$ cat src/sv/sln_pkg.sv
// Shared types, constants and helpers for the script line normaliser.
package sln_pkg;

  localparam int LINE_BUFFER = 1024;
  localparam int COUNT_W     = $clog2(LINE_BUFFER);
  localparam int RUN_W       = 10;
  localparam int CHAR_W      = 8;
  localparam int NSLOT       = 3;
  localparam int SLOT_W      = 2;
  localparam int QDEPTH      = 4;
  localparam int QPTR_W      = 2;

  localparam logic [COUNT_W-1:0] COUNT_LIMIT = COUNT_W'(LINE_BUFFER - 2);
  localparam logic [RUN_W-1:0]   SPACE_MAX   = '1;

  localparam logic [CHAR_W-1:0] CH_NUL    = 8'h00;
  localparam logic [CHAR_W-1:0] CH_TAB    = 8'h09;
  localparam logic [CHAR_W-1:0] CH_LF     = 8'h0A;
  localparam logic [CHAR_W-1:0] CH_CR     = 8'h0D;
  localparam logic [CHAR_W-1:0] CH_SPACE  = 8'h20;
  localparam logic [CHAR_W-1:0] CH_SLASH  = 8'h2F;
  localparam logic [CHAR_W-1:0] CH_LBRACE = 8'h7B;
  localparam logic [CHAR_W-1:0] CH_RBRACE = 8'h7D;

  typedef enum logic [1:0] {
    KIND_CHAR = 2'd0,
    KIND_EOL  = 2'd1,
    KIND_EOT  = 2'd2
  } kind_e;

  typedef struct packed {
    kind_e              kind;
    logic [RUN_W-1:0]   run;
    logic [CHAR_W-1:0]  ch;
  } res_t;

  // Up to three results caused by one input byte.
  typedef struct packed {
    logic [SLOT_W-1:0]   count;
    res_t [NSLOT-1:0]    slot;
  } burst_t;

  function automatic burst_t put_res(burst_t b, kind_e k, logic [RUN_W-1:0] r,
                                     logic [CHAR_W-1:0] c);
    res_t   e;
    burst_t o;
    e.kind = k;
    e.run  = r;
    e.ch   = c;
    o      = b;
    unique case (b.count)
      2'd0: begin
        o.slot[0] = e;
        o.count   = 2'd1;
      end
      2'd1: begin
        o.slot[1] = e;
        o.count   = 2'd2;
      end
      2'd2: begin
        o.slot[2] = e;
        o.count   = 2'd3;
      end
      default: begin
        o = b;
      end
    endcase
    return o;
  endfunction

endpackage

$ cat src/sv/sln_front.sv
// Front end: takes text bytes, tracks line state and builds result bursts.
module sln_front
  import sln_pkg::*;
(
  input  logic                clk_i,
  input  logic                rst_ni,
  input  logic                in_valid_i,
  input  logic                in_ready_i,
  input  logic [CHAR_W-1:0]   in_byte_i,
  output logic                push_o,
  output burst_t              burst_o
);

  typedef struct packed {
    logic                at_start;
    logic [COUNT_W-1:0]  count;
    logic                in_comment;
    logic                slash;
    logic [RUN_W-1:0]    spaces;
    logic                has_content;
  } st_t;

  localparam st_t ST_RESET = '{at_start: 1'b1, count: '0, in_comment: 1'b0,
                               slash: 1'b0, spaces: '0, has_content: 1'b0};

  st_t                st_q, st_d;
  burst_t             burst_d;
  logic [CHAR_W-1:0]  ch_c;
  logic               taken_c;
  logic               end_c;
  logic               accept;

  assign accept = in_valid_i && in_ready_i;

  always_comb begin
    st_d    = st_q;
    burst_d = '0;
    ch_c    = (in_byte_i == CH_TAB) ? CH_SPACE : in_byte_i;
    taken_c = 1'b0;
    end_c   = 1'b0;

    if (st_q.at_start && (in_byte_i == CH_NUL)) begin
      burst_d = put_res(burst_d, KIND_EOT, '0, '0);
      st_d    = ST_RESET;
    end else if (st_q.at_start && (in_byte_i <= CH_SPACE)) begin
      st_d = st_q;
    end else if (st_q.at_start &&
                 ((in_byte_i == CH_LBRACE) || (in_byte_i == CH_RBRACE))) begin
      // brace at line start stands as a line of its own
      burst_d = put_res(burst_d, KIND_CHAR, '0, in_byte_i);
      burst_d = put_res(burst_d, KIND_EOL, '0, '0);
    end else begin
      st_d.at_start = 1'b0;
      if ((in_byte_i == CH_NUL) || (in_byte_i == CH_CR) || (in_byte_i == CH_LF)) begin
        end_c = 1'b1;
      end else begin
        st_d.count = st_q.count + COUNT_W'(1);
        if (!st_q.in_comment) begin
          if (st_q.slash) begin
            st_d.slash = 1'b0;
            if (ch_c == CH_SLASH) begin
              st_d.in_comment = 1'b1;
              taken_c         = 1'b1;
            end else begin
              burst_d          = put_res(burst_d, KIND_CHAR, st_d.spaces, CH_SLASH);
              st_d.spaces      = '0;
              st_d.has_content = 1'b1;
            end
          end
          if (!taken_c) begin
            if (ch_c == CH_SPACE) begin
              if (st_d.has_content && (st_d.spaces != SPACE_MAX)) begin
                st_d.spaces = st_d.spaces + RUN_W'(1);
              end
            end else if (ch_c == CH_SLASH) begin
              st_d.slash = 1'b1;
            end else begin
              burst_d          = put_res(burst_d, KIND_CHAR, st_d.spaces, ch_c);
              st_d.spaces      = '0;
              st_d.has_content = 1'b1;
            end
          end
        end
        if (st_d.count >= COUNT_LIMIT) begin
          end_c = 1'b1;
        end
      end

      if (end_c) begin
        // a lone held slash is a plain character at line end
        if (st_d.slash && !st_d.in_comment) begin
          burst_d          = put_res(burst_d, KIND_CHAR, st_d.spaces, CH_SLASH);
          st_d.has_content = 1'b1;
        end
        if (st_d.has_content) begin
          burst_d       = put_res(burst_d, KIND_EOL, '0, '0);
          st_d.at_start = 1'b1;
        end
        st_d.count       = '0;
        st_d.in_comment  = 1'b0;
        st_d.slash       = 1'b0;
        st_d.spaces      = '0;
        st_d.has_content = 1'b0;
      end

      if (in_byte_i == CH_NUL) begin
        burst_d = put_res(burst_d, KIND_EOT, '0, '0);
        st_d    = ST_RESET;
      end
    end
  end

  always_ff @(posedge clk_i or negedge rst_ni) begin
    if (!rst_ni) begin
      st_q <= ST_RESET;
    end else if (accept) begin
      st_q <= st_d;
    end
  end

  assign push_o  = accept && (burst_d.count != '0);
  assign burst_o = burst_d;

endmodule

$ cat src/sv/sln_queue.sv
// Small burst queue between the front end and the output sequencer.
module sln_queue
  import sln_pkg::*;
(
  input  logic    clk_i,
  input  logic    rst_ni,
  input  logic    push_i,
  input  burst_t  burst_i,
  output logic    full_o,
  input  logic    pop_i,
  output burst_t  head_o,
  output logic    empty_o
);

  burst_t             mem_q [QDEPTH];
  logic [QPTR_W-1:0]  wr_q, rd_q;
  logic [QPTR_W:0]    fill_q;

  assign full_o  = (fill_q == (QPTR_W+1)'(QDEPTH));
  assign empty_o = (fill_q == '0);
  assign head_o  = mem_q[rd_q];

  always_ff @(posedge clk_i) begin
    if (push_i) begin
      mem_q[wr_q] <= burst_i;
    end
  end

  always_ff @(posedge clk_i or negedge rst_ni) begin
    if (!rst_ni) begin
      wr_q   <= '0;
      rd_q   <= '0;
      fill_q <= '0;
    end else begin
      if (push_i) begin
        wr_q <= wr_q + QPTR_W'(1);
      end
      if (pop_i) begin
        rd_q <= rd_q + QPTR_W'(1);
      end
      unique case ({push_i, pop_i})
        2'b10:   fill_q <= fill_q + (QPTR_W+1)'(1);
        2'b01:   fill_q <= fill_q - (QPTR_W+1)'(1);
        default: fill_q <= fill_q;
      endcase
    end
  end

endmodule

$ cat src/sv/sln_back.sv
// Output sequencer: sends the results of the head burst one per transfer.
module sln_back
  import sln_pkg::*;
(
  input  logic                 clk_i,
  input  logic                 rst_ni,
  input  burst_t               head_i,
  input  logic                 empty_i,
  output logic                 pop_o,
  output logic                 out_valid_o,
  input  logic                 out_ready_i,
  output res_t                 out_res_o,
  output logic                 out_last_o
);

  logic [SLOT_W-1:0] idx_q;
  logic              is_last;
  logic              xfer;

  assign out_valid_o = !empty_i;
  assign out_res_o   = head_i.slot[idx_q];
  assign is_last     = (idx_q == (head_i.count - SLOT_W'(1)));
  assign out_last_o  = is_last;
  assign xfer        = out_valid_o && out_ready_i;
  assign pop_o       = xfer && is_last;

  always_ff @(posedge clk_i or negedge rst_ni) begin
    if (!rst_ni) begin
      idx_q <= '0;
    end else if (xfer) begin
      idx_q <= is_last ? '0 : idx_q + SLOT_W'(1);
    end
  end

endmodule

$ cat src/sv/script_line_normalizer.sv
// Script line normaliser top level: stream in text bytes, stream out cleaned lines.
// A byte's first result is offered on the master side after its burst is written into the queue.
// Throughput: one byte per cycle while the burst queue is not full and each byte gives at most
// one result; a byte with up to 3 results holds the output sequencer, one result per transfer.
// The four-entry burst queue lets the front keep taking bytes while results wait.
// Reset (rst_ni low, asynchronous) returns the line state to script start and empties the queue.
module script_line_normalizer
  import sln_pkg::*;
(
  input  logic         clk_i,
  input  logic         rst_ni,
  // slave side: text bytes
  input  logic         s_axis_tvalid,
  output logic         s_axis_tready,
  input  logic [7:0]   s_axis_tdata,   // [7:0] text_byte
  // master side: results
  output logic         m_axis_tvalid,
  input  logic         m_axis_tready,
  output logic [23:0]  m_axis_tdata,   // [9:0] space_run, [17:10] out_char, [23:18] zero
  output logic [1:0]   m_axis_tuser,   // [1:0] kind
  output logic         m_axis_tlast    // last result caused by one input byte
);

  logic    push;
  burst_t  burst;
  logic    full;
  logic    pop;
  burst_t  head;
  logic    empty;
  res_t    res;

  // a byte is taken only if its whole burst fits in the queue
  assign s_axis_tready = !full;

  sln_front u_front (
    .clk_i      (clk_i),
    .rst_ni     (rst_ni),
    .in_valid_i (s_axis_tvalid),
    .in_ready_i (s_axis_tready),
    .in_byte_i  (s_axis_tdata),
    .push_o     (push),
    .burst_o    (burst)
  );

  sln_queue u_queue (
    .clk_i   (clk_i),
    .rst_ni  (rst_ni),
    .push_i  (push),
    .burst_i (burst),
    .full_o  (full),
    .pop_i   (pop),
    .head_o  (head),
    .empty_o (empty)
  );

  sln_back u_back (
    .clk_i       (clk_i),
    .rst_ni      (rst_ni),
    .head_i      (head),
    .empty_i     (empty),
    .pop_o       (pop),
    .out_valid_o (m_axis_tvalid),
    .out_ready_i (m_axis_tready),
    .out_res_o   (res),
    .out_last_o  (m_axis_tlast)
  );

  assign m_axis_tdata = {6'b0, res.ch, res.run};
  assign m_axis_tuser = res.kind;

endmodule
$ cat config.mk
export PLATFORM = sky130hd
export DESIGN_NAME = script_line_normalizer
export DESIGN_NICKNAME = d
export VERILOG_FILES = /design/src/sv/sln_pkg.sv /design/src/sv/sln_front.sv /design/src/sv/sln_queue.sv /design/src/sv/sln_back.sv /design/src/sv/script_line_normalizer.sv
export SDC_FILE = /design/constraint.sdc
export NUM_CORES = 1
export LEC_CHECK = 0
export BUFFER_PORTS_ARGS = -buffer_cell sky130_fd_sc_hd__clkbuf_2
export CAP_MARGIN = 15
export CORE_AREA = 2 2 172 174
export CTS_CLUSTER_DIAMETER = 200
export DETAILED_ROUTE_END_ITERATION = 12
export DIE_AREA = 0 0 174 176
export GPL_TIMING_DRIVEN = 0
export SYNTH_ARGS = -nofsm -noshare
export SYNTH_HDL_FRONTEND = slang
export SYNTH_SLANG_ARGS = --single-unit
$ cat constraint.sdc
create_clock -name clk_i -period 6.9 [get_ports clk_i]
set_input_delay 1.38 -clock clk_i [delete_from_list [all_inputs] [get_ports clk_i]]
set_output_delay 1.38 -clock clk_i [all_outputs]
set_load 0.01 [all_outputs]
# Word level (Yosys, flattened, before mapping)
# Memories as Yosys holds them, arrays and structs flattened.
# Index checks and enable logic that the tools add are counted.
# word_totals
ff_bits	33
mem_bits_rw	248
output_inout_bits	29
n_memories	1
# classes
n_addsub	8
n_lt_le_gt_ge	3
eq_ne	25
n_mux	101
n_reduce_logical	26
# memory_table
memory	depth	word_bits	read_ports	rd_clocked_by_memory_dff	wr	line_no	source
u_queue.mem_q	4	62	1	0	1	sln_queue.sv:15	burst_t mem_q [QDEPTH];
# ops
operator	count
two-way mux 62 bit	28
two-way mux 20 bit	13
two-way mux 24 bit	5
two-way mux 23 bit	4
two-way mux 13 bit	7
two-way mux 61 bit	1
two-way mux 19 bit	3
binary-select mux 20 bit (select 2 bit)	1
case mux 2 bit (3 select lines)	5
equality test 8 x 4 -> 1 bit (second input constant)	3
two-way mux 1 bit	23
two-way mux 11 bit	2
adder 10 x 1 -> 10 bit (second input constant)	2
two-way mux 10 bit	2
equality test 8 x 6 -> 1 bit (second input constant)	2
equality test 8 x 7 -> 1 bit (second input constant)	2
equality test 2 x 1 -> 1 bit (second input constant)	6
equality test 2 bit (second input constant)	6
two-way mux 12 bit	1
>= comparator 10 bit (second input constant)	1
logical NOT 2 bit	5
!= test 10 bit (second input constant)	1
logical AND 1 bit	9
<= comparator 8 x 6 -> 1 bit (second input constant)	1
19 further kinds	30

# Depth between registers and ports, before layout
# Gate-level depths: netlist of the first run.
# depth
word_depth	44
ltp_mapped	17
depth_no_buf	17

# Cells and area by module
# Synthesis of the first run repeated with hierarchy kept, for this count alone.
# hier_totals
hier_cells	796
area_unflattened_um2	12589.6
# modules_own_cells
module	instances	cells_each	area_each_um2	seq_area_each_um2
sln_queue	1	361	9419.0	7622.3
sln_front	1	343	2558.7	601.8
sln_back	1	84	559.3	50.0
script_line_normalizer	1	8	52.6	0.0

# Worst setup path before layout of the first run
# Ideal clock, no wire load.
# synth_timing
kind	input-to-reg
startpoint	input s_axis_tdata[0]
endpoint	memory u_queue.mem_q[0][0] (netlist bit), enable pin
setup_ns	0.418
arrival_ns	4.600
t_required_ns	6.482
path_slack_ns	1.881
path_stages	8
path_buffers	2
cell_sequence	or4_1 -> buf_2 -> or3_1 -> buf_6 -> or3_4 -> a21oi_4 -> o21a_4 -> and2_1
# synth_rtl
element	line_no	source
from (decl)	script_line_normalizer.sv:15	input logic [7:0] s_axis_tdata,
to (decl)	sln_queue.sv:15	

# Final worst setup path of the first run
# layout_timing
startpoint	register u_queue.rd_q[0]
endpoint	output m_axis_tuser[0]
# layout_between
elab_chain_len	3
# layout_lines
element	line_no	source
from (decl)	sln_queue.sv:16	logic [QPTR_W-1:0] wr_q, rd_q;
from (signal assigned)	sln_queue.sv:39	rd_q <= rd_q + QPTR_W'(1);
memory (4 x 62 bit)	-	
binary-select mux 20 bit (select 2 bit)	sln_back.sv:21	assign out_res_o = head_i.slot[idx_q];
two-way mux 20 bit (implied by the code)	sln_back.sv:21	
to (decl)	script_line_normalizer.sv:20	output logic [1:0] m_axis_tuser,
# Every way passes these cells. The select of a mux whose other input is x is not followed.

==> results of run 1 <==
## registers in the layout (all words and copies together) (netlist names)
register        cells
u_queue.mem_q     220
u_back.idx_q        2
u_queue.fill_q      3
u_front.st_q       24
u_queue.rd_q        2
u_queue.wr_q        2
## metal layers
layer / track usage [%] / part of all wire (%)
met1: 22.84 / 46
met5: 0 / 0
met4: 3.116 / 1.3
met2: 27.61 / 48
met3: 2.433 / 5.0
## cell families (layout without fill, tap and decap cells)
logic type	after synthesis	in the layout	share of synthesized area [%]
AO/OA/AOI/OAI	153	153	8.884
AND/OR/NAND/NOR	195	195	8.433
XOR/XNOR	13	13	1.001
buffers and inverters	65	149	2.518
adder cells (fa/ha/maj)	9	9	1.056
other	1	90	0.03295
multiplexers	76	76	12.75
flip-flops	253	253	65.32
## stage by stage
stage | cells | total power [W] | setup WS, ns | hold slack (ns) | utilization (%)
detailed placement | 1272 | 0.003696 | 1.683 | 0.4835 | 43.35
global placement | 1272 | 0.003693 | 0.07287 | 0.4811 | 43.31
finish | 1322 | 0.005009 | 2.021 | 0.4854 | 46.34
CTS | 1322 | 0.005091 | 1.866 | 0.4931 | 46.34
floorplan | 854 | 0.003170 | 1.881 | 0.4555 | -
global route | 1322 | 0.005297 | 1.660 | 0.5090 | 46.34
## power by group through the flow
stage | clock (W) | combinational [W] | sequential, W
6_report | 0.00139 | 0.00153 | 0.00209
5_1_grt | 0.00148 | 0.00170 | 0.00211
4_1_cts | 0.00142 | 0.00158 | 0.00209
3_5_place_dp | 0 | 0.00158 | 0.00212
3_3_place_gp | 0 | 0.00156 | 0.00213
2_1_floorplan | 0 | 0.00107 | 0.00210
## worst paths after layout
| path | endpoint | from | slack [ns] | cells past startpoint |
|---|---|---|---|---|
| max | m_axis_tuser[0] | u_queue.rd_q[0]$_DFFE_PN0P_ | 2.02 | 6 |
| min | u_queue.fill_q[2]$_DFFE_PN0P_ | u_queue.fill_q[2]$_DFFE_PN0P_ | 0.49 | 1 |
| max reg2reg | u_queue.mem_q[2][52]$_DFFE_PP_ | u_front.st_q[11]$_DFFE_PN0P_ | 2.89 | 7 |
| min reg2reg | u_queue.fill_q[2]$_DFFE_PN0P_ | u_queue.fill_q[2]$_DFFE_PN0P_ | 0.49 | 1 |
| max in group asynchronous | u_front.st_q[7]$_DFFE_PN0P_ | rst_ni | 5.28 | 1 |
| min in group asynchronous | u_back.idx_q[1]$_DFFE_PN0P_ | rst_ni | 1.01 | 1 |
## area by class of cell
class / count / area share, %
multi-input combinational: 536 / 30.26
clock buffer: 33 / 5.353
timing repair buffer: 34 / 1.286
sequential: 253 / 56.18
tap: 384 / 3.632
clock inverter: 17 / 1.116
inverter: 16 / 0.4539
buffer: 49 / 1.712
## cells in the mapped netlist (6+ instances only)
| cell | instances | area, µm² |
|---|---|---|
| sky130_fd_sc_hd__nor3_1 | 16 | 80.08 |
| sky130_fd_sc_hd__mux4_2 | 55 | 1239 |
| sky130_fd_sc_hd__nor2_1 | 43 | 161.4 |
| sky130_fd_sc_hd__mux2i_1 | 19 | 190.2 |
| sky130_fd_sc_hd__and2_1 | 8 | 50.05 |
| sky130_fd_sc_hd__buf_2 | 10 | 50.05 |
| sky130_fd_sc_hd__buf_1 | 9 | 33.78 |
| sky130_fd_sc_hd__ha_1 | 8 | 100.1 |
| sky130_fd_sc_hd__nand2_1 | 62 | 232.7 |
| sky130_fd_sc_hd__a21oi_1 | 33 | 165.2 |
| sky130_fd_sc_hd__a21o_1 | 7 | 52.55 |
| sky130_fd_sc_hd__clkbuf_1 | 23 | 86.33 |
| sky130_fd_sc_hd__buf_4 | 6 | 45.04 |
| sky130_fd_sc_hd__nand2b_1 | 10 | 62.56 |
| sky130_fd_sc_hd__and3_1 | 9 | 56.30 |
| sky130_fd_sc_hd__a22o_1 | 7 | 61.31 |
| sky130_fd_sc_hd__o21ai_0 | 57 | 285.3 |
| sky130_fd_sc_hd__nand3_1 | 15 | 75.07 |
| sky130_fd_sc_hd__dfrtp_1 | 32 | 800.8 |
| sky130_fd_sc_hd__edfxtp_1 | 220 | 6606 |
| sky130_fd_sc_hd__inv_1 | 16 | 60.06 |
| sky130_fd_sc_hd__xnor2_1 | 8 | 70.07 |
| sky130_fd_sc_hd__o31ai_1 | 6 | 45.04 |
==> reports/results.ini, run 1 <==
[status]
run_status=completed

[sta]
setup_tns_ns=0
fin_worst_skew_ns=0.007786
tightestPinTransition_ns=1.044
clock.fmax_mhz=205.0
rsz0062_at_grt=no
final-hold-violation-count=0
report.final.setup_viol=0
relSlewSlack_pct=29.76
post-route-period-util_pct=70.71
slew_viol_final=0
finalCriticalPeriod_ns=4.879

[die]
die_width_um=174
floorplan.rows=62
die_area_um2=30620
initial_utilization_pct=39.86
die_y_um=176
boundaryPins=41
fp.coreArea_um2=28550

[clock_tree]
numClockSinks=253
postCtsHoldBufs=0
tritoncts=built
numCtsBuffers=27
htreeDepth=1
path_clk_slew_ns=0.06
post-cts-setup-buffer-count=0
cts_resized=0
clock_latency_ns=0.53
clock-root-buffer=sky130_fd_sc_hd__clkbuf_16
clock_buffer_depth=3

[global_route]
overall_fraction_of_global_route_tracks_in_use_pct=16.35
global_route.overflow_total=0
vias_in_the_first_global_route=6914
grt_first_pass_wirelength_um=38800
grt_antenna_before_repair=0
pin_count_of_the_biggest_net_entering_global_routing=56

[logic_synthesis]
async_flop_share_pct=13.04
yosysSeqAreaShare_pct=65.32
post_synth_num_cell_types=74
synth_seq_cells=253
synth_top_flop_cell=sky130_fd_sc_hd__edfxtp_1
synth_cells=765
synth_area_per_cell_um2=14.88
ys_warn_count=0
post_synth_instance_area_um2=11380
synth_enable_flop_cells=220

[power]
leakage_nw=4.638
pwr-share-seq_pct=41.6
netSwitchingPower_w=0.001566
internal_power_w=0.003442
comb_power_share_pct=30.6
irDropWorstVdd_uv=201.5
power_frac_clock_pct=27.7
cellPowerDensity_nw_per_um2=378.6
sw_share_pct=31.27

[flow_run]
maxCapViolations=0

[finish]
layout.cells.most_common=sky130_fd_sc_hd__edfxtp_1
multi_input_comb_area_um2=4004
area.growth.synth_to_final_pct=16.26
final.fill_count=2595
drive_above_1_share_pct=18.12
layout.area.seq_um2=7433
final_design_area_no_fill_um2=13230
antennaDiodeCount=0
layout.nets=938
mostFrequentLayoutCells=sky130_fd_sc_hd__edfxtp_1 (220), sky130_fd_sc_hd__conb_1 (90), sky130_fd_sc_hd__nand2_1 (62)

[setup_path]
critical_path.max_fanout=10
timing.critical_path.from_type=flip-flop
critical_path.slowest_cell=sky130_fd_sc_hd__buf_1
path_cells=buf_1 -> buf_1 -> mux4_2 -> mux2i_1 -> o21ai_0 -> clkbuf_2
max_stage_delay_ns=0.82
critical_path.top_delay_family=buffers and inverters
endpoint_kind=output port
critical_path_buf_inv_count=3
critPathKind=reg2out
worst_ep_arrival_time_ns=3.50
worst_ep_required_time_ns=5.52
path_common_cell=sky130_fd_sc_hd__buf_1

[placement]
gp_routability_congestion=0.8583
number_of_buffers_inserted_by_port_buffering=34
place_hpwl_um=15750
place_area_um2=12370

[drt]
firstDrtPassIters=5
detailroute.via_count=6731
first_iter_violations=586
route.detailed.drc=0
drt.antenna.violating_nets=0
viasPerCell=5.092
drt_wl_total_um=24260
detail_route.wl_per_cell_um=18.35

[min_path]
hp-class=reg2reg

Note: power is estimated with default switching activity, not from simulation.
==> inputs of run 2 (changes only) <==
==> constraint.sdc (replaced) <==
create_clock -name clk_i -period 4.1 [get_ports clk_i]
set_input_delay 0.82 -clock clk_i [delete_from_list [all_inputs] [get_ports clk_i]]
set_output_delay 0.82 -clock clk_i [all_outputs]
set_load 0.01 [all_outputs]
==> run 2 against run 1 <==
Compared with the run above:
- non-clock buffer count unchanged
- clock skew fell by 0.00071 ns
- final cell count down 0.15%
- critical path type is now reg2reg
- hold slack got worse by 0.036 ns
- first-iteration DRC count down 9.0%
- largest power group unchanged
- die area unchanged
- flip-flop and latch count did not move
- largest cell class unchanged
==> reports/results.ini, run 2 (synthesized netlist as in run 1, its figures left out) <==
[sta]
fin_worst_skew_ns=0.007079
post-route-period-util_pct=95.02
tightestPinTransition_ns=1.081
relSlewSlack_pct=27.25
finalCriticalPeriod_ns=3.896
clock.fmax_mhz=256.7
post_route_worst_hold_slack_ns=0.4499
report.final.setup_viol=0
final-hold-violation-count=0
slew_viol_final=0

[die]
initial_utilization_pct=39.86
fp.coreArea_um2=28550
boundaryPins=41
floorplan.rows=62
die_width_um=174
die_area_um2=30620
die_y_um=176

[finish]
multi_input_comb_area_um2=4029
antennaDiodeCount=0
max_flop_register=u_queue.mem_q
mostFrequentLayoutCells=sky130_fd_sc_hd__edfxtp_1 (220), sky130_fd_sc_hd__conb_1 (90), sky130_fd_sc_hd__nand2_1 (62)
max_ffs_per_register=220
final.fill_count=2608
layout.area.seq_um2=7433
drive_above_1_share_pct=19.02
area.growth.synth_to_final_pct=16.76
layout.nets=937
layout.cells.most_common=sky130_fd_sc_hd__edfxtp_1
largest_registers=u_queue.mem_q (220), u_front.st_q (24), u_queue.fill_q (3)

[flow_run]
maxCapViolations=0

[power]
leakage_nw=4.667
sw_share_pct=30.87
power_frac_clock_pct=27.7
cellPowerDensity_nw_per_um2=636.0
pwr-share-seq_pct=41.8
irDropWorstVdd_uv=295.2
fin_total_pwr_w=0.008451
comb_power_share_pct=30.5
netSwitchingPower_w=0.002609
internal_power_w=0.005842

[global_route]
overall_fraction_of_global_route_tracks_in_use_pct=16.12
grt_antenna_before_repair=0
pin_count_of_the_biggest_net_entering_global_routing=56
grt_first_pass_wirelength_um=38340
vias_in_the_first_global_route=6734
global_route.overflow_total=0

[drt]
detailroute.via_count=6757
detail_route.wl_per_cell_um=18.47
route.detailed.drc=0
firstDrtPassIters=5
first_iter_violations=533
viasPerCell=5.119
drt.antenna.violating_nets=0
drt_wl_total_um=24380

[setup_path]
ff2ff_setup_slack_ns=0.20
crit-reg2reg-launch=u_front.st_q[13]$_DFFE_PN0P_
critPathKind=reg2reg
endpoint_kind=flip-flop
timing.critical_path.from_type=flip-flop
critical_path.max_fanout=55
worst_ep_required_time_ns=4.25
worstReg2RegEnd=u_queue.mem_q[3][32]$_DFFE_PP_
worst_ep_arrival_time_ns=4.04
cell_count_of_the_worst_reg_to_reg_path=10

[clock_tree]
path_clk_slew_ns=0.06
tritoncts=built
clock_latency_ns=0.52
clock_buffer_depth=3
numClockSinks=253
postCtsHoldBufs=0
htreeDepth=1
clock-root-buffer=sky130_fd_sc_hd__clkbuf_16
numCtsBuffers=26

[placement]
gp_routability_congestion=0.8663
place_hpwl_um=15840
number_of_buffers_inserted_by_port_buffering=34

[min_path]
hp-class=in2async

[status]
run_status=completed

-- run 2: per-stage QoR --
stage	setup TNS (ns)	setup WS (ns)	cell area [µm²]	utilization, %	cells
global route	-0.0005993	-0.0005993	13290	46.54	1320
detailed placement	-148.87	-0.6537	12370	43.35	1272
finish	0	0.2041	13290	46.54	1320
CTS	0	0.07603	13250	46.42	1319
global placement	-250.82	-1.132	12370	43.33	1272
floorplan	0	0.2334	11720	-	854
-- run 2: layer usage --
layer / up-vias / GRT usage (%) / wire, µm
met5: - / 0 / 0
met4: 0 / 3.641 / 347
met3: 30 / 2.304 / 1243
met2: 146 / 26.71 / 11550
met1: 3393 / 22.80 / 11240
li1: 3188 / - / -
-- run 2: timing repair --
item,4_1_cts,5_1_grt
pin swaps,4,2
cloned,0,0
setup endpoints to repair,239,257
gates resized for setup,9,9
buffers inserted,0,1
-- run 2: final cells by class --
type,count,area share [%]
inverters,16,0.4520
multi-input cells,536,30.32
well taps,384,3.616
plain buffers,48,1.921
flip-flops and latches,253,55.95
clock buffers,32,5.226
repair buffers,35,1.337
clock inverters,16,1.177
-- run 2: power by group through the flow --
stage | Clock [W] | Sequential (W) | Combinational, W
detailed placement | 0 | 0.00357 | 0.00265
global placement | 0 | 0.00356 | 0.00262
CTS | 0.00240 | 0.00354 | 0.00264
floorplan | 0 | 0.00351 | 0.00181
finish | 0.00234 | 0.00353 | 0.00257
global route | 0.00251 | 0.00358 | 0.00284
-- run 2: worst max path at each step --
stage	start	endpoint	slack, ns	cells past startpoint
3_5_place_dp	s_axis_tdata[5]	u_queue.mem_q[0][33]$_DFFE_PP_	-0.65	9
3_3_place_gp	s_axis_tdata[5]	u_queue.mem_q[0][33]$_DFFE_PP_	-1.13	9
2_1_floorplan	s_axis_tdata[0]	u_queue.mem_q[0][0]$_DFFE_PP_	0.23	8
4_1_cts	u_queue.rd_q[1]$_DFFE_PN0P_	m_axis_tdata[4]	0.08	7
6_report	u_front.st_q[13]$_DFFE_PN0P_	u_queue.mem_q[3][32]$_DFFE_PP_	0.20	10
5_1_grt	u_queue.rd_q[0]$_DFFE_PN0P_	m_axis_tdata[2]	-0.0006	5
-- run 2: critical path: stages (launching register included) --
cell,delay [ns]
sky130_fd_sc_hd__dfrtp_1,0.45
sky130_fd_sc_hd__ha_1,0.29
sky130_fd_sc_hd__nand3_2,0.13
sky130_fd_sc_hd__nor2_4,0.06
sky130_fd_sc_hd__a211o_1,0.34
sky130_fd_sc_hd__a2111oi_4,0.40
sky130_fd_sc_hd__o21ai_2,0.19
sky130_fd_sc_hd__or3_4,0.37
sky130_fd_sc_hd__a21oi_4,0.28
sky130_fd_sc_hd__o21a_4,0.22
sky130_fd_sc_hd__and2_4,0.73
==> inputs of run 3 (changes only) <==
--- a/config.mk
+++ b/config.mk
@@ -12,6 +12,7 @@
 export DETAILED_ROUTE_END_ITERATION = 12
 export DIE_AREA = 0 0 174 176
 export GPL_TIMING_DRIVEN = 0
+export PLACE_DENSITY_LB_ADDON = 0.3
 export SYNTH_ARGS = -nofsm -noshare
 export SYNTH_HDL_FRONTEND = slang
 export SYNTH_SLANG_ARGS = --single-unit
==> run 3 against run 2 <==
Compared with the run above:
- routed wire length rose by 0.38%
- highest routed layer unchanged
- first-iteration DRC count rose by 9.9%
- die area did not move
==> reports/results.ini, run 3 (synthesized netlist as in run 1, its figures left out) <==
[sta]
final-hold-violation-count=0
slew_viol_final=0
clock.fmax_mhz=256.9
post-route-period-util_pct=94.95
fin_worst_skew_ns=0.01054
report.final.setup_viol=0
tightestPinTransition_ns=1.091
relSlewSlack_pct=26.84
rsz0062_at_grt=yes
finalCriticalPeriod_ns=3.893
setup_tns_ns=0

[setup_path]
critPathKind=reg2reg
timing.critical_path.from_type=flip-flop
cell_count_of_the_worst_reg_to_reg_path=10
critical_path.max_fanout=55
endpoint_kind=flip-flop
worst_ep_arrival_time_ns=4.04
crit-reg2reg-launch=u_front.st_q[13]$_DFFE_PN0P_
worst_ep_required_time_ns=4.24
worstReg2RegEnd=u_queue.mem_q[1][14]$_DFFE_PP_
ff2ff_setup_slack_ns=0.21

[global_route]
vias_in_the_first_global_route=6890
grt_antenna_before_repair=0
pin_count_of_the_biggest_net_entering_global_routing=56
met2_usage_pct=27.42
global_route.peak_usage_layer=met2
use_met3_pct=2.304
grt_first_pass_wirelength_um=38870
overall_fraction_of_global_route_tracks_in_use_pct=16.32
global_route.overflow_total=0
gr_layer_usage_met1_pct=22.99

[finish]
final_cells=1321
layout.cells.most_common=sky130_fd_sc_hd__edfxtp_1
drive_above_1_share_pct=19.42
antennaDiodeCount=0
max_flop_register=u_queue.mem_q
layout.nets=938
max_ffs_per_register=220
final.fill_count=2580
area.growth.synth_to_final_pct=16.94
largest_registers=u_queue.mem_q (220), u_front.st_q (24), u_queue.fill_q (3)
mostFrequentLayoutCells=sky130_fd_sc_hd__edfxtp_1 (220), sky130_fd_sc_hd__conb_1 (90), sky130_fd_sc_hd__nand2_1 (62)

[clock_tree]
clock-root-buffer=sky130_fd_sc_hd__clkbuf_16
numClockSinks=253
tritoncts=built
clock_latency_ns=0.52
numCtsBuffers=26
postCtsHoldBufs=0
clock_buffer_depth=3
path_clk_slew_ns=0.06
htreeDepth=1

[die]
floorplan.rows=62
initial_utilization_pct=39.86
die_y_um=176
boundaryPins=41
die_width_um=174
fp.coreArea_um2=28550
die_area_um2=30620

[drt]
detail_route.wl_per_cell_um=18.52
route.detailed.drc=0
first_iter_violations=586
detailroute.via_count=6827
drt_wl_total_um=24470
viasPerCell=5.168
drt.antenna.violating_nets=0
firstDrtPassIters=5

[power]
leakage_nw=4.685
cellPowerDensity_nw_per_um2=637.0
irDropWorstVdd_uv=313.8

[flow_run]
maxCapViolations=0

[placement]
number_of_buffers_inserted_by_port_buffering=34
place_hpwl_um=15910
place_inst=1272
gp_routability_congestion=0.8793

[status]
run_status=completed

[min_path]
hp-class=in2async

run 3: changes by cell type in the layout (fill, tap and decap cells not counted), moves of 2 or more:
| cell | delta |
|---|---|
| sky130_fd_sc_hd__nor3_2 | +2 |
| sky130_fd_sc_hd__clkinv_1 | +2 |
| sky130_fd_sc_hd__nor3_1 | -2 |
| sky130_fd_sc_hd__o21ai_1 | -2 |
| sky130_fd_sc_hd__clkinvlp_4 | -2 |
| sky130_fd_sc_hd__clkdlybuf4s15_2 | +2 |
| sky130_fd_sc_hd__o21ai_0 | +2 |
| sky130_fd_sc_hd__clkbuf_2 | +2 |
| sky130_fd_sc_hd__clkbuf_1 | -2 |
run 3: cell type report:
type | instances | area (µm²) | share of cell area, %
buffer | 48 | 265.3 | 1.993
clock buffer | 31 | 690.7 | 5.190
multi-input combinational | 536 | 4035 | 30.32
sequential | 253 | 7433 | 55.86
timing repair buffer | 36 | 185.2 | 1.391
inverter | 16 | 60.06 | 0.4513
tap | 384 | 480.5 | 3.610
clock inverter | 17 | 157.7 | 1.185
run 3: power by group:
| part | leakage (nW) | switching (W) | internal (W) | total (W) |
|---|---|---|---|---|
| combinational | 1.83 | 0.00149 | 0.00110 | 0.00259 |
| clock | 0.417 | 0.000963 | 0.00139 | 0.00235 |
| sequential | 2.44 | 0.000181 | 0.00336 | 0.00354 |
run 3: timing repair:
| item | 4_1_cts | 5_1_grt |
|---|---|---|
| setup endpoints to repair | 240 | 256 |
| gates resized for setup | 12 | 11 |
| buffers inserted | 0 | 2 |
| pin swaps | 4 | 3 |
| cloned | 0 | 0 |
run 3: stage by stage:
| stage | hold slack, ns | utilization, % | worst slack, ns | power [W] | cell area (µm²) |
|---|---|---|---|---|---|
| 2_1_floorplan | 0.4555 | - | 0.2334 | 0.005324 | 11720 |
| 3_3_place_gp | 0.4787 | 43.33 | -1.039 | 0.006177 | 12370 |
| 3_5_place_dp | 0.4812 | 43.35 | -0.5830 | 0.006223 | 12370 |
| 4_1_cts | 0.4668 | 46.46 | -0.05890 | 0.008574 | 13260 |
| 5_1_grt | 0.5301 | 46.62 | -0.06013 | 0.008932 | 13310 |
| 6_report | 0.4414 | 46.62 | 0.2070 | 0.008477 | 13310 |
run 3: layer usage:
layer	part of all wire (%)	vias to the layer above
met1	46	3432
met2	48	163
met4	1.4	0
met3	5.1	37
li1	-	3195
met5	0	-
run 3: worst max path at each step:
stage	start	endpoint	slack, ns
6_report	u_front.st_q[13]$_DFFE_PN0P_	u_queue.mem_q[1][14]$_DFFE_PP_	0.21
5_1_grt	s_axis_tdata[2]	u_queue.mem_q[1][31]$_DFFE_PP_	-0.06
4_1_cts	u_back.idx_q[1]$_DFFE_PN0P_	m_axis_tuser[0]	-0.06
3_5_place_dp	s_axis_tdata[5]	u_queue.mem_q[0][31]$_DFFE_PP_	-0.58
3_3_place_gp	s_axis_tdata[5]	u_queue.mem_q[1][31]$_DFFE_PP_	-1.04
2_1_floorplan	s_axis_tdata[0]	u_queue.mem_q[0][0]$_DFFE_PP_	0.23
run 3: critical path, cell delays in order, from the launching register on:
cell,delay (ns)
sky130_fd_sc_hd__dfrtp_1,0.46
sky130_fd_sc_hd__ha_1,0.29
sky130_fd_sc_hd__nand3_2,0.14
sky130_fd_sc_hd__nor2_4,0.06
sky130_fd_sc_hd__a211o_1,0.33
sky130_fd_sc_hd__a2111oi_4,0.42
sky130_fd_sc_hd__o21ai_2,0.19
sky130_fd_sc_hd__or3_4,0.37
sky130_fd_sc_hd__a21oi_4,0.25
sky130_fd_sc_hd__o21a_4,0.22
sky130_fd_sc_hd__and2_4,0.71
